$ cat config.mk
export PLATFORM = sky130hd
export DESIGN_NAME = connection_table_with_aging
export DESIGN_NICKNAME = d
export VERILOG_FILES = /design/src/ctwa_pkg.sv /design/src/connection_table_with_aging.sv
export SDC_FILE = /design/constraint.sdc
export NUM_CORES = 2
export LEC_CHECK = 0
export ABC_CLOCK_PERIOD_IN_PS = 15020
export BUFFER_PORTS_ARGS = -buffer_cell sky130_fd_sc_hd__buf_2
export CORE_ASPECT_RATIO = 0.75
export CORE_MARGIN = 4
export CORE_UTILIZATION = 40
export DETAILED_ROUTE_END_ITERATION = 6
export PLACE_DENSITY_LB_ADDON = 0.08
export SLEW_MARGIN = 0
export SYNTH_ARGS = -nofsm -noshare
export SYNTH_HDL_FRONTEND = slang
export SYNTH_SLANG_ARGS = --single-unit
$ cat constraint.sdc
create_clock -name aclk -period 15.02 [get_ports aclk]
set_input_delay 1.502 -clock aclk [delete_from_list [all_inputs] [get_ports aclk]]
set_output_delay 1.502 -clock aclk [all_outputs]
set_load 0.01 [all_outputs]
$ cat src/ctwa_pkg.sv
package ctwa_pkg;

    // Table geometry.
    localparam int MaxClients = 16;
    localparam int IdxW       = (MaxClients > 1) ? $clog2(MaxClients) : 1;
    localparam int CntW       = $clog2(MaxClients + 1);

    // Field widths.
    localparam int HostW    = 32;
    localparam int PortW    = 16;
    localparam int TimeW    = 32;
    localparam int ElapsedW = 16;
    localparam int TimeoutW = 16;
    localparam int KindW    = 2;
    localparam int CountW   = 5;

    localparam logic [9:0]          MS_PER_SECOND   = 10'd1000;
    localparam logic [TimeoutW-1:0] TIMEOUT_RESET   = 16'd5;

    typedef enum logic [KindW-1:0] {
        KIND_CONNECT    = 2'd0,
        KIND_ALIVE      = 2'd1,
        KIND_DISCONNECT = 2'd2,
        KIND_DATA       = 2'd3
    } pkt_kind_t;

    typedef enum logic {
        ACK_CONNECT = 1'b0,
        ACK_ALIVE   = 1'b1
    } ack_kind_t;

    typedef enum logic [1:0] {
        ST_IDLE,
        ST_SWEEP,
        ST_WRITE
    } ctwa_state_t;

endpackage

$ cat src/connection_table_with_aging.sv
// Channel      | Handshake          | Payload
// -------------+--------------------+------------------------------------------------
// input  (s_)  | s_valid / s_ready  | elapsed_ms, packet_valid, source_host/port, kind
// result (m_)  | m_valid / m_ready  | is_member, reply_*, client_count, table_full
// config       | cfg_we (no wait)   | cfg_wdata -> timeout_seconds
//
// For each transaction, the accepting cycle latches the item and advances the clock,
// the sweep then runs aging and lookup over each of the 16 table entries in turn
// through the shared age compare, and a write-back follows. The result register loads
// at write-back, and the next transaction can be taken in the cycle after write-back.
// The write-back cycle waits while the previous result is still held on the result
// channel. Reset (aresetn, synchronous, active low) clears the clock, the valid bits
// and the timeout register to 5 seconds.

module connection_table_with_aging (
    input  logic                          aclk,
    input  logic                          aresetn,

    input  logic                          cfg_we,
    input  logic [ctwa_pkg::TimeoutW-1:0] cfg_wdata,

    input  logic                          s_valid,
    output logic                          s_ready,
    input  logic [ctwa_pkg::ElapsedW-1:0] s_elapsed_ms,
    input  logic                          s_packet_valid,
    input  logic [ctwa_pkg::HostW-1:0]    s_source_host,
    input  logic [ctwa_pkg::PortW-1:0]    s_source_port,
    input  logic [ctwa_pkg::KindW-1:0]    s_packet_kind,

    output logic                          m_valid,
    input  logic                          m_ready,
    output logic                          m_is_member,
    output logic                          m_reply_valid,
    output logic                          m_reply_kind,
    output logic [ctwa_pkg::HostW-1:0]    m_reply_host,
    output logic [ctwa_pkg::PortW-1:0]    m_reply_port,
    output logic [ctwa_pkg::CountW-1:0]   m_client_count,
    output logic                          m_table_full
);

    import ctwa_pkg::*;

    // Sequencer state.
    ctwa_state_t state_reg, state_next;

    // Control decoded from the state.
    logic accept;
    logic sweep_en;
    logic out_free;
    logic commit;

    // Configuration and the millisecond clock, advanced by each accepted item's elapsed time.
    logic [TimeoutW-1:0] timeout_reg;
    logic [TimeW-1:0]    now_reg;
    logic [TimeW-1:0]    limit_reg;

    // Latched packet.
    logic               pkt_valid_reg;
    logic [HostW-1:0]   pkt_host_reg;
    logic [PortW-1:0]   pkt_port_reg;
    pkt_kind_t          pkt_kind_reg;

    // Sweep bookkeeping.
    logic [IdxW-1:0]       idx_reg;
    logic                  found_reg;
    logic [IdxW-1:0]       slot_reg;
    logic                  free_found_reg;
    logic [IdxW-1:0]       free_slot_reg;
    logic [CntW-1:0]       cnt_reg;

    // Entry storage: valid bits in flops, the rest in memories. The client port is
    // never read back, since every reply goes to the packet's own port, so it is
    // not stored.
    logic [MaxClients-1:0] valid_reg, valid_next;
    logic [HostW-1:0]      host_mem  [MaxClients];
    logic [TimeW-1:0]      stamp_mem [MaxClients];
    logic [HostW-1:0]      host_rd;
    logic [TimeW-1:0]      stamp_rd;
    logic [IdxW-1:0]       rd_addr;

    // Per-entry sweep results.
    logic                  entry_keep;
    logic                  entry_hit;

    // Write-back decisions.
    logic                  do_insert;
    logic                  do_refresh;
    logic                  do_remove;
    logic                  refuse;
    logic [CntW-1:0]       cnt_final;

    // Result register.
    logic                  m_valid_reg;
    logic                  member_reg;
    logic                  rvalid_reg;
    logic                  rkind_reg;
    logic [HostW-1:0]      rhost_reg;
    logic [PortW-1:0]      rport_reg;
    logic [CountW-1:0]     count_reg;
    logic                  full_reg;

    // ------------------------------------------------------------------
    // Sequencer: latch in IDLE, sweep all entries, then write back once
    // the result register can take the new result.
    // ------------------------------------------------------------------
    assign out_free = !m_valid_reg || m_ready;

    always_comb begin
        state_next = state_reg;
        unique case (state_reg)
            ST_IDLE: begin
                if (s_valid) begin
                    state_next = ST_SWEEP;
                end
            end
            ST_SWEEP: begin
                if (idx_reg == IdxW'(MaxClients - 1)) begin
                    state_next = ST_WRITE;
                end
            end
            ST_WRITE: begin
                if (out_free) begin
                    state_next = ST_IDLE;
                end
            end
            default: state_next = ST_IDLE;
        endcase
    end

    always_comb begin
        s_ready  = 1'b0;
        sweep_en = 1'b0;
        commit   = 1'b0;
        unique case (state_reg)
            ST_IDLE:  s_ready  = 1'b1;
            ST_SWEEP: sweep_en = 1'b1;
            ST_WRITE: commit   = out_free;
            default: ;
        endcase
    end

    assign accept = s_valid && s_ready;

    always_ff @(posedge aclk) begin
        if (!aresetn) begin
            state_reg <= ST_IDLE;
        end else begin
            state_reg <= state_next;
        end
    end

    // ------------------------------------------------------------------
    // Configuration, clock and the aging limit. The limit is formed once
    // per transaction, so the sweep sees only a subtract and compare.
    // ------------------------------------------------------------------
    always_ff @(posedge aclk) begin
        if (!aresetn) begin
            timeout_reg <= TIMEOUT_RESET;
            now_reg     <= '0;
        end else begin
            if (cfg_we) begin
                timeout_reg <= cfg_wdata;
            end
            if (accept) begin
                now_reg <= now_reg + TimeW'(s_elapsed_ms);
            end
        end
    end

    always_ff @(posedge aclk) begin
        if (accept) begin
            limit_reg     <= TimeW'(timeout_reg * MS_PER_SECOND);
            pkt_valid_reg <= s_packet_valid;
            pkt_host_reg  <= s_source_host;
            pkt_port_reg  <= s_source_port;
            pkt_kind_reg  <= pkt_kind_t'(s_packet_kind);
        end
    end

    // ------------------------------------------------------------------
    // Entry memories. The read runs one entry ahead of the sweep: entry 0
    // is read while idle, entry i+1 while entry i is examined.
    // ------------------------------------------------------------------
    assign rd_addr = sweep_en ? idx_reg + IdxW'(1) : '0;

    always_ff @(posedge aclk) begin
        host_rd  <= host_mem[rd_addr];
        stamp_rd <= stamp_mem[rd_addr];
        if (do_insert) begin
            host_mem[free_slot_reg] <= pkt_host_reg;
        end
        if (do_insert) begin
            stamp_mem[free_slot_reg] <= now_reg;
        end else if (do_refresh) begin
            stamp_mem[slot_reg] <= now_reg;
        end
    end

    // ------------------------------------------------------------------
    // Shared age compare and lookup for the entry under the sweep index.
    // An entry that ages out this tick is free and cannot match.
    // ------------------------------------------------------------------
    assign entry_keep = valid_reg[idx_reg] && !((now_reg - stamp_rd) > limit_reg);
    assign entry_hit  = entry_keep && (host_rd == pkt_host_reg);

    always_ff @(posedge aclk) begin
        if (accept) begin
            idx_reg        <= '0;
            found_reg      <= 1'b0;
            free_found_reg <= 1'b0;
            cnt_reg        <= '0;
        end else if (sweep_en) begin
            idx_reg <= idx_reg + IdxW'(1);
            cnt_reg <= cnt_reg + CntW'(entry_keep);
            if (entry_hit && !found_reg) begin
                found_reg <= 1'b1;
                slot_reg  <= idx_reg;
            end
            if (!entry_keep && !free_found_reg) begin
                free_found_reg <= 1'b1;
                free_slot_reg  <= idx_reg;
            end
        end
    end

    // ------------------------------------------------------------------
    // Packet handling at write-back.
    // ------------------------------------------------------------------
    assign do_insert  = commit && pkt_valid_reg && !found_reg &&
                        (pkt_kind_reg == KIND_CONNECT) && free_found_reg;
    assign refuse     = pkt_valid_reg && !found_reg &&
                        (pkt_kind_reg == KIND_CONNECT) && !free_found_reg;
    assign do_refresh = commit && pkt_valid_reg && found_reg &&
                        (pkt_kind_reg == KIND_ALIVE);
    assign do_remove  = commit && pkt_valid_reg && found_reg &&
                        (pkt_kind_reg == KIND_DISCONNECT);

    always_comb begin
        cnt_final = cnt_reg;
        if (do_insert) begin
            cnt_final = cnt_reg + CntW'(1);
        end else if (do_remove) begin
            cnt_final = cnt_reg - CntW'(1);
        end
    end

    always_comb begin
        valid_next = valid_reg;
        if (sweep_en) begin
            valid_next[idx_reg] = entry_keep;
        end
        if (do_insert) begin
            valid_next[free_slot_reg] = 1'b1;
        end
        if (do_remove) begin
            valid_next[slot_reg] = 1'b0;
        end
    end

    always_ff @(posedge aclk) begin
        if (!aresetn) begin
            valid_reg <= '0;
        end else begin
            valid_reg <= valid_next;
        end
    end

    // ------------------------------------------------------------------
    // Result register. A result waits here until the downstream side takes
    // it, while the next transaction can already be accepted and swept.
    // ------------------------------------------------------------------
    always_ff @(posedge aclk) begin
        if (!aresetn) begin
            m_valid_reg <= 1'b0;
        end else if (commit) begin
            m_valid_reg <= 1'b1;
        end else if (m_ready) begin
            m_valid_reg <= 1'b0;
        end
    end

    always_ff @(posedge aclk) begin
        if (commit) begin
            member_reg <= pkt_valid_reg &&
                          ((found_reg && (pkt_kind_reg != KIND_DISCONNECT)) ||
                           (!found_reg && (pkt_kind_reg == KIND_CONNECT) &&
                            free_found_reg));
            rvalid_reg <= do_insert || do_refresh;
            rkind_reg  <= do_refresh ? ACK_ALIVE : ACK_CONNECT;
            rhost_reg  <= (do_insert || do_refresh) ? pkt_host_reg : '0;
            rport_reg  <= (do_insert || do_refresh) ? pkt_port_reg : '0;
            count_reg  <= CountW'(cnt_final);
            full_reg   <= refuse;
        end
    end

    assign m_valid        = m_valid_reg;
    assign m_is_member    = member_reg;
    assign m_reply_valid  = rvalid_reg;
    assign m_reply_kind   = rkind_reg;
    assign m_reply_host   = rhost_reg;
    assign m_reply_port   = rport_reg;
    assign m_client_count = count_reg;
    assign m_table_full   = full_reg;

`ifndef SYNTHESIS
    // The reported count matches the valid bits left by the write-back.
    a_count_matches: assert property (@(posedge aclk) disable iff (!aresetn)
        $rose(m_valid_reg) |-> (m_client_count == CountW'($countones(valid_reg))))
        else $error("client count disagrees with valid bits");

    // A reply is only sent to a host that is a member after handling.
    a_reply_member: assert property (@(posedge aclk) disable iff (!aresetn)
        (m_valid_reg && m_reply_valid) |-> m_is_member)
        else $error("reply to a non-member");

    // A refused connect only happens with every entry in use.
    a_full_count: assert property (@(posedge aclk) disable iff (!aresetn)
        (m_valid_reg && m_table_full) |-> (m_client_count == CountW'(MaxClients)))
        else $error("connect refused with free entries");

    // At most one of insert, refresh and remove happens in a write-back.
    a_one_action: assert property (@(posedge aclk) disable iff (!aresetn)
        commit |-> ($countones({do_insert, do_refresh, do_remove}) <= 1))
        else $error("more than one table action in one write-back");

    // The sweep hands over to write-back exactly after the last entry.
    a_sweep_end: assert property (@(posedge aclk) disable iff (!aresetn)
        (state_reg == ST_WRITE && $past(state_reg) == ST_SWEEP) |->
            ($past(idx_reg) == IdxW'(MaxClients - 1)))
        else $error("sweep ended early");
`endif

endmodule
### After elaboration in Yosys (flattened, before gate mapping)

Memories as Yosys holds them, arrays and structs flattened. A register that Yosys moved wholly into a read port is not among the register bits.
Cells that the tools add are included.
W data, S select, Z words.

| storage, ports and cells | value |
|---|---|
| bits in registers | 217 |
| memory bits (writable) | 1024 |
| output and inout bits | 59 |
| memories kept | 2 |

| operators by class | value |
|---|---|
| $add $sub $neg | 6 |
| multipliers | 1 |
| $lt $le $gt $ge | 7 |
| eq/ne operators | 10 |
| muxes and demuxes | 32 |
| bitwise gates (word level) | 4 |
| reductions and logical operators | 39 |

Memory list:

| name | words | bits a word | read ports | clocked after memory_dff | write ports | RTL line | RTL |
|---|---|---|---|---|---|---|---|
| host_mem | 16 | 32 | 1 | 1 | 1 | connection_table_with_aging.sv:75 | `logic [HostW-1:0] host_mem [MaxClients];` |
| stamp_mem | 16 | 32 | 1 | 1 | 1 | connection_table_with_aging.sv:76 | `logic [TimeW-1:0] stamp_mem [MaxClients];` |

Operators by type and width:

| cell | count |
|---|---|
| $mux W16 | 3 |
| $add A32 B16 Y32 | 1 |
| $eq A32 B32 Y1 | 1 |
| $gt A32 B26 Y1 | 1 |
| $mux W32 | 1 |
| $reduce_or A32 Y1 | 1 |
| $sub A32 B32 Y32 | 1 |
| $mul A16 B7 Y23 const B | 1 |
| $logic_and A1 B1 Y1 | 22 |
| $and A16 B16 Y16 | 1 |
| $bwmux W16 | 1 |
| $not A16 Y16 | 1 |
| $or A16 B16 Y16 | 1 |
| $lt A4 B5 Y1 const B | 3 |
| $mux W1 | 15 |
| $demux W1 S4 | 3 |
| $ge A4 B1 Y1 const B | 3 |
| $mux W5 | 2 |
| $reduce_and A3 Y1 | 3 |
| $mux W4 | 2 |
| $ne A2 B2 Y1 const B | 4 |
| $mux W2 | 3 |
| $pmux W2 S3 | 1 |
| $add A5 B1 Y5 | 1 |
| 13 further kinds | 23 |

### Logic depth before layout (Yosys ltp)

| depth | value |
|---|---|
| depth after elaboration | 11 |
| mapped depth | 27 |
| depth with buffers taken out | 26 |

### Worst setup path after synthesis

No wires, ideal clock.

| timing path | value |
|---|---|
| path kind | input-to-reg |
| from | input m_ready |
| to | register valid_reg[3] |
| setup time | 0.069 ns |
| data arrival time | 7.790 ns |
| required time | 14.951 ns |
| setup slack | 7.161 ns |
| cell stages on the path | 9 |
| buffers on the path | 1 |
| path through | nand2b_1 nor2b_1 and3_1 clkbuf_1 nand3_1 nor3_1 a21oi_1 or2_2 o21ai_1 |

| between the ends | value |
|---|---|
| word-level cells in the longest chain between the ends | 9 |
| elaborated cells between the ends (all ways) | 11 |
| those cells by class | mux (3); bitwise (1); reduce/logical (7) |

Ends and longest elaborated chain:

| item | RTL line | RTL |
|---|---|---|
| start: declaration | connection_table_with_aging.sv:31 | `input logic m_ready,` |
| $logic_or A1 B1 Y1 (*) | connection_table_with_aging.sv:106 | `assign out_free = !m_valid_reg \|\| m_ready;` |
| $mux W1 (*) | connection_table_with_aging.sv:134 | `unique case (state_reg)` |
| named net commit | connection_table_with_aging.sv:50 | `logic commit;` |
| $logic_and A1 B1 Y1 (*) | connection_table_with_aging.sv:229, connection_table_with_aging.sv:235 |  |
| $logic_and A1 B1 Y1 (2 in series) | connection_table_with_aging.sv:229 | `assign do_insert = commit && pkt_valid_reg && !found_reg &&` |
| $logic_and A1 B1 Y1 | connection_table_with_aging.sv:230 | `(pkt_kind_reg == KIND_CONNECT) && free_found_reg;` |
| $mux W16 | connection_table_with_aging.sv:252 | `if (do_insert) begin` |
| $and A16 B16 Y16 (no source line) | n/a |  |
| $mux W16 (*) | connection_table_with_aging.sv:255 | `if (do_remove) begin` |
| end signal: assignment | connection_table_with_aging.sv:264 | `valid_reg <= valid_next;` |
| end: declaration | connection_table_with_aging.sv:74 | `logic [MaxClients-1:0] valid_reg, valid_next;` |

Mark *: on every way through the listed nets, which the timed path passes. The rest lies on a longest branch.
A chain may end at the register's enable or synchronous reset.

### Worst setup path in the final report

| timing path | value |
|---|---|
| from | register now_reg[0] |
| to | register cnt_reg[4] |

| between the ends | value |
|---|---|
| word-level cells in the longest chain between the ends | 5 |

Ends and longest elaborated chain:

| item | RTL line | RTL |
|---|---|---|
| start: declaration | connection_table_with_aging.sv:54 | `logic [TimeW-1:0] now_reg;` |
| start signal: assignment | connection_table_with_aging.sv:165 | `now_reg <= now_reg + TimeW'(s_elapsed_ms);` |
| $sub A32 B32 Y32 | connection_table_with_aging.sv:203 | `assign entry_keep = valid_reg[idx_reg] && !((now_reg - stamp_rd) > limit_reg);` |
| $gt A32 B26 Y1 | connection_table_with_aging.sv:203 |  |
| $logic_not A1 Y1 | connection_table_with_aging.sv:203 |  |
| $logic_and A1 B1 Y1 | connection_table_with_aging.sv:203 |  |
| $add A5 B1 Y5 | connection_table_with_aging.sv:214 | `cnt_reg <= cnt_reg + CntW'(entry_keep);` |
| end signal: assignment | connection_table_with_aging.sv:214 |  |
| end: declaration | connection_table_with_aging.sv:69 | `logic [CntW-1:0] cnt_reg;` |

No other way between the ends.

==> results_dict.tcl <==
set metrics [dict create \
    maxCapViolations 0 \
    post_cts_buffers 0 \
    status "finished clean" \
    fill_cells 12600 \
    fp.dieArea_sq_um 147000 \
    portBuffers 146 \
    start_util 0.405 \
    setup-violations-final 0 \
    wl_mm 149 \
    yosysWarnings 0 \
    die_x_um 441 \
    drv_slew 0 \
    grt_pass1_vias 33400 \
    synth_flop_cell "edfxtp_1" \
    crit_path_start_kind "register" \
    netlist_instances 4284 \
    fin_crit_sh 0.386 \
    routedWlPerCell_um 23.4 \
    cts_tree "built" \
    worst_pin_slew_ns 1.04 \
    first_pass_iters 5 \
    clock_skew_ns 0.0239 \
    synthTopCellsByArea "edfxtp_1 (62%), dfxtp_1 (5.1%), a211oi_1 (4.4%)" \
    synth_edf_count 1163 \
    reg.largest.list "host_mem x512, stamp_mem x512" \
    cts_hold_buffers 0 \
    drt_iter0_markers 2848 \
    antenna_found_initial 3 \
    grt_first_pass_wirelength_mm 222 \
    avgSynthCellArea_sq_um 13.1 \
    insertion_delay_ns 0.76 \
    syn-num-nets 4559 \
    place.gp.congestion 0.825 \
    setup_tns_ns 0 \
    fp.dieH_um 333 \
    dp_hpwl_mm 80.9 \
    layout_common_cells "edfxtp_1 (1163), nand2_1 (603), a211oi_1 (327), nor2b_1 (285), a21oi_1 (208)" \
    synth_top_area_frac 0.621 \
    clk_path_buf_depth 3 \
    yosysTopAreaCell "edfxtp_1" \
    dpl_worst_slack_ns 9.22 \
    path_clk_slew_ns 0.06 \
    core_area_sq_um 139000 \
    synthArstFlopShare 0 \
    cts_buffers 140 \
    worstPathRequired_ns 15.65 \
    hold_violations 0 \
    num_vias 34500 \
    layout_commonest_cell "edfxtp_1" \
    worst-path-max-fanout 21 \
    criticalPathCategory "register to register" \
    gr-total-overflow 0 \
    min_path_type "register to register" \
    layout-drive-gt1-share 0.109 \
    cts_max_level 4 \
    p_leak_nw 22.5 \
    rsz0062_at_grt "no" \
    fmax_mhz 173 \
    placement_rows 118 \
    fin_nets 4667 \
    synth.distinct_cells 75 \
    seq_area_frac_synth 0.672 \
    synth_area_sq_um 56200 \
    post_cts_resize_count 0 \
    cp.arrival_ns 6.42 \
    pin_count 147 \
    final_antenna_net_count 0 \
    yosys_register_bits 1305 \
    setup_ws_ns 9.23 \
    ctsRootBufferMaster "clkbuf_16" \
    vias_per_cell 5.42 \
    cts_sinks 1305 \
    slew-limit-headroom 0.308 \
    area_delta_synth_final_pct 13.6 \
    powerDensity_nw_per_um2 136 \
    max-vdd-ir-drop_uv 97.0 \
    fin_crit_ns 5.79 \
    critPathCaptureType "register" \
    grt_use_total 0.202 \
    drc 0 \
    grt_start_max_net_pins 167 \
]
[critical path, stage by stage, from the launching register on]
cell,delay (ns)
dfxtp_1,0.73
inv_1,0.11
ha_1,0.25
fa_1,0.41
nand2b_1,0.19
a211oi_1,0.44
o211ai_2,0.20
a31oi_4,0.30
a311o_1,0.20
a21oi_1,0.08
xnor2_1,0.16
ha_1,0.30
nand4_1,0.13
nor4_1,0.37
nand2_1,0.08
o21ai_0,0.09
o211ai_1,0.12
or4_4,0.62
nor2_1,0.17
ha_1,0.20
ha_1,0.18
nand4_1,0.11
xor2_1,0.15
nor2_1,0.05
[cell type report]
class	instances	area, sq um	share of cell area
well taps	1860	2330	0.0365
flip-flops and latches	1305	37800	0.592
diodes	4	10.0	0.000157
multi-input cells	2570	17200	0.269
clock buffers	213	4150	0.0650
clock inverters	45	477	0.00747
repair buffers	221	1360	0.0212
inverters	154	583	0.00913
[where the power goes]
group,internal [mW],switching (mW)
clock network,2.05,1.42
registers,4.04,0.0961
logic,0.381,0.676
total,6.47,2.19
[path summary, 6_finish.rpt]
kind	start	endpoint	slack (ns)	cells after the start
worst max-delay path	now_reg[0]	cnt_reg[4]	9.23	23
worst min-delay path	pkt_port_reg[11]	m_reply_port[11]	0.51	1
worst max register to register	now_reg[0]	cnt_reg[4]	9.23	23
worst min register to register	pkt_port_reg[11]	m_reply_port[11]	0.51	1
[through the flow]
stage          hold slack, ns  cells  instance area [sq um]  power [mW]  utilization
2_1_floorplan           0.475   4284                  56200        4.93            -
3_3_place_gp            0.500   6110                  59200        5.27        0.427
3_5_place_dp            0.506   6110                  59200        5.27        0.427
4_1_cts                 0.514   6368                  63800        8.77        0.460
5_1_grt                 0.536   6368                  63800        9.06        0.460
6_report                0.512   6372                  63800        8.67        0.460
[routing by layer]
| layer | vias to the layer above | GRT usage | routed length [um] |
|---|---|---|---|
| li1 | 16200 | - | - |
| met1 | 17300 | 0.325 | 76400 |
| met2 | 880 | 0.281 | 61500 |
| met3 | 168 | 0.0348 | 8690 |
| met4 | 0 | 0.0453 | 2490 |
| met5 | - | 0 | 0 |
[cells by family (layout without fill, tap and decap cells)]
family          count (synthesis)  in the layout  synth area share
simple gates                 1261           1261             0.108
xor+xnor                      113            113            0.0176
other cells                     0              4                 0
compound gates                986            986             0.121
fa+ha+maj                     187            187            0.0491
flops                        1305           1305             0.672
mux                            23             23           0.00521
buf+inv                       409            633            0.0277
[cells in the mapped netlist, types with 28 or more instances]
library cell and count:
nor3_1 28, nor2_1 113, a31oi_1 132, a311oi_1 129
a21oi_1 208, fa_1 56, xor2_1 47, nand3_1 48
edfxtp_1 1163, clkbuf_1 239, and2_1 76, dfxtp_1 142
inv_1 154, nand2_1 606, o21ai_0 51, ha_1 131
a211oi_1 327, nor2b_1 286, xnor2_1 66
Power figures use the tool's default switching activity.
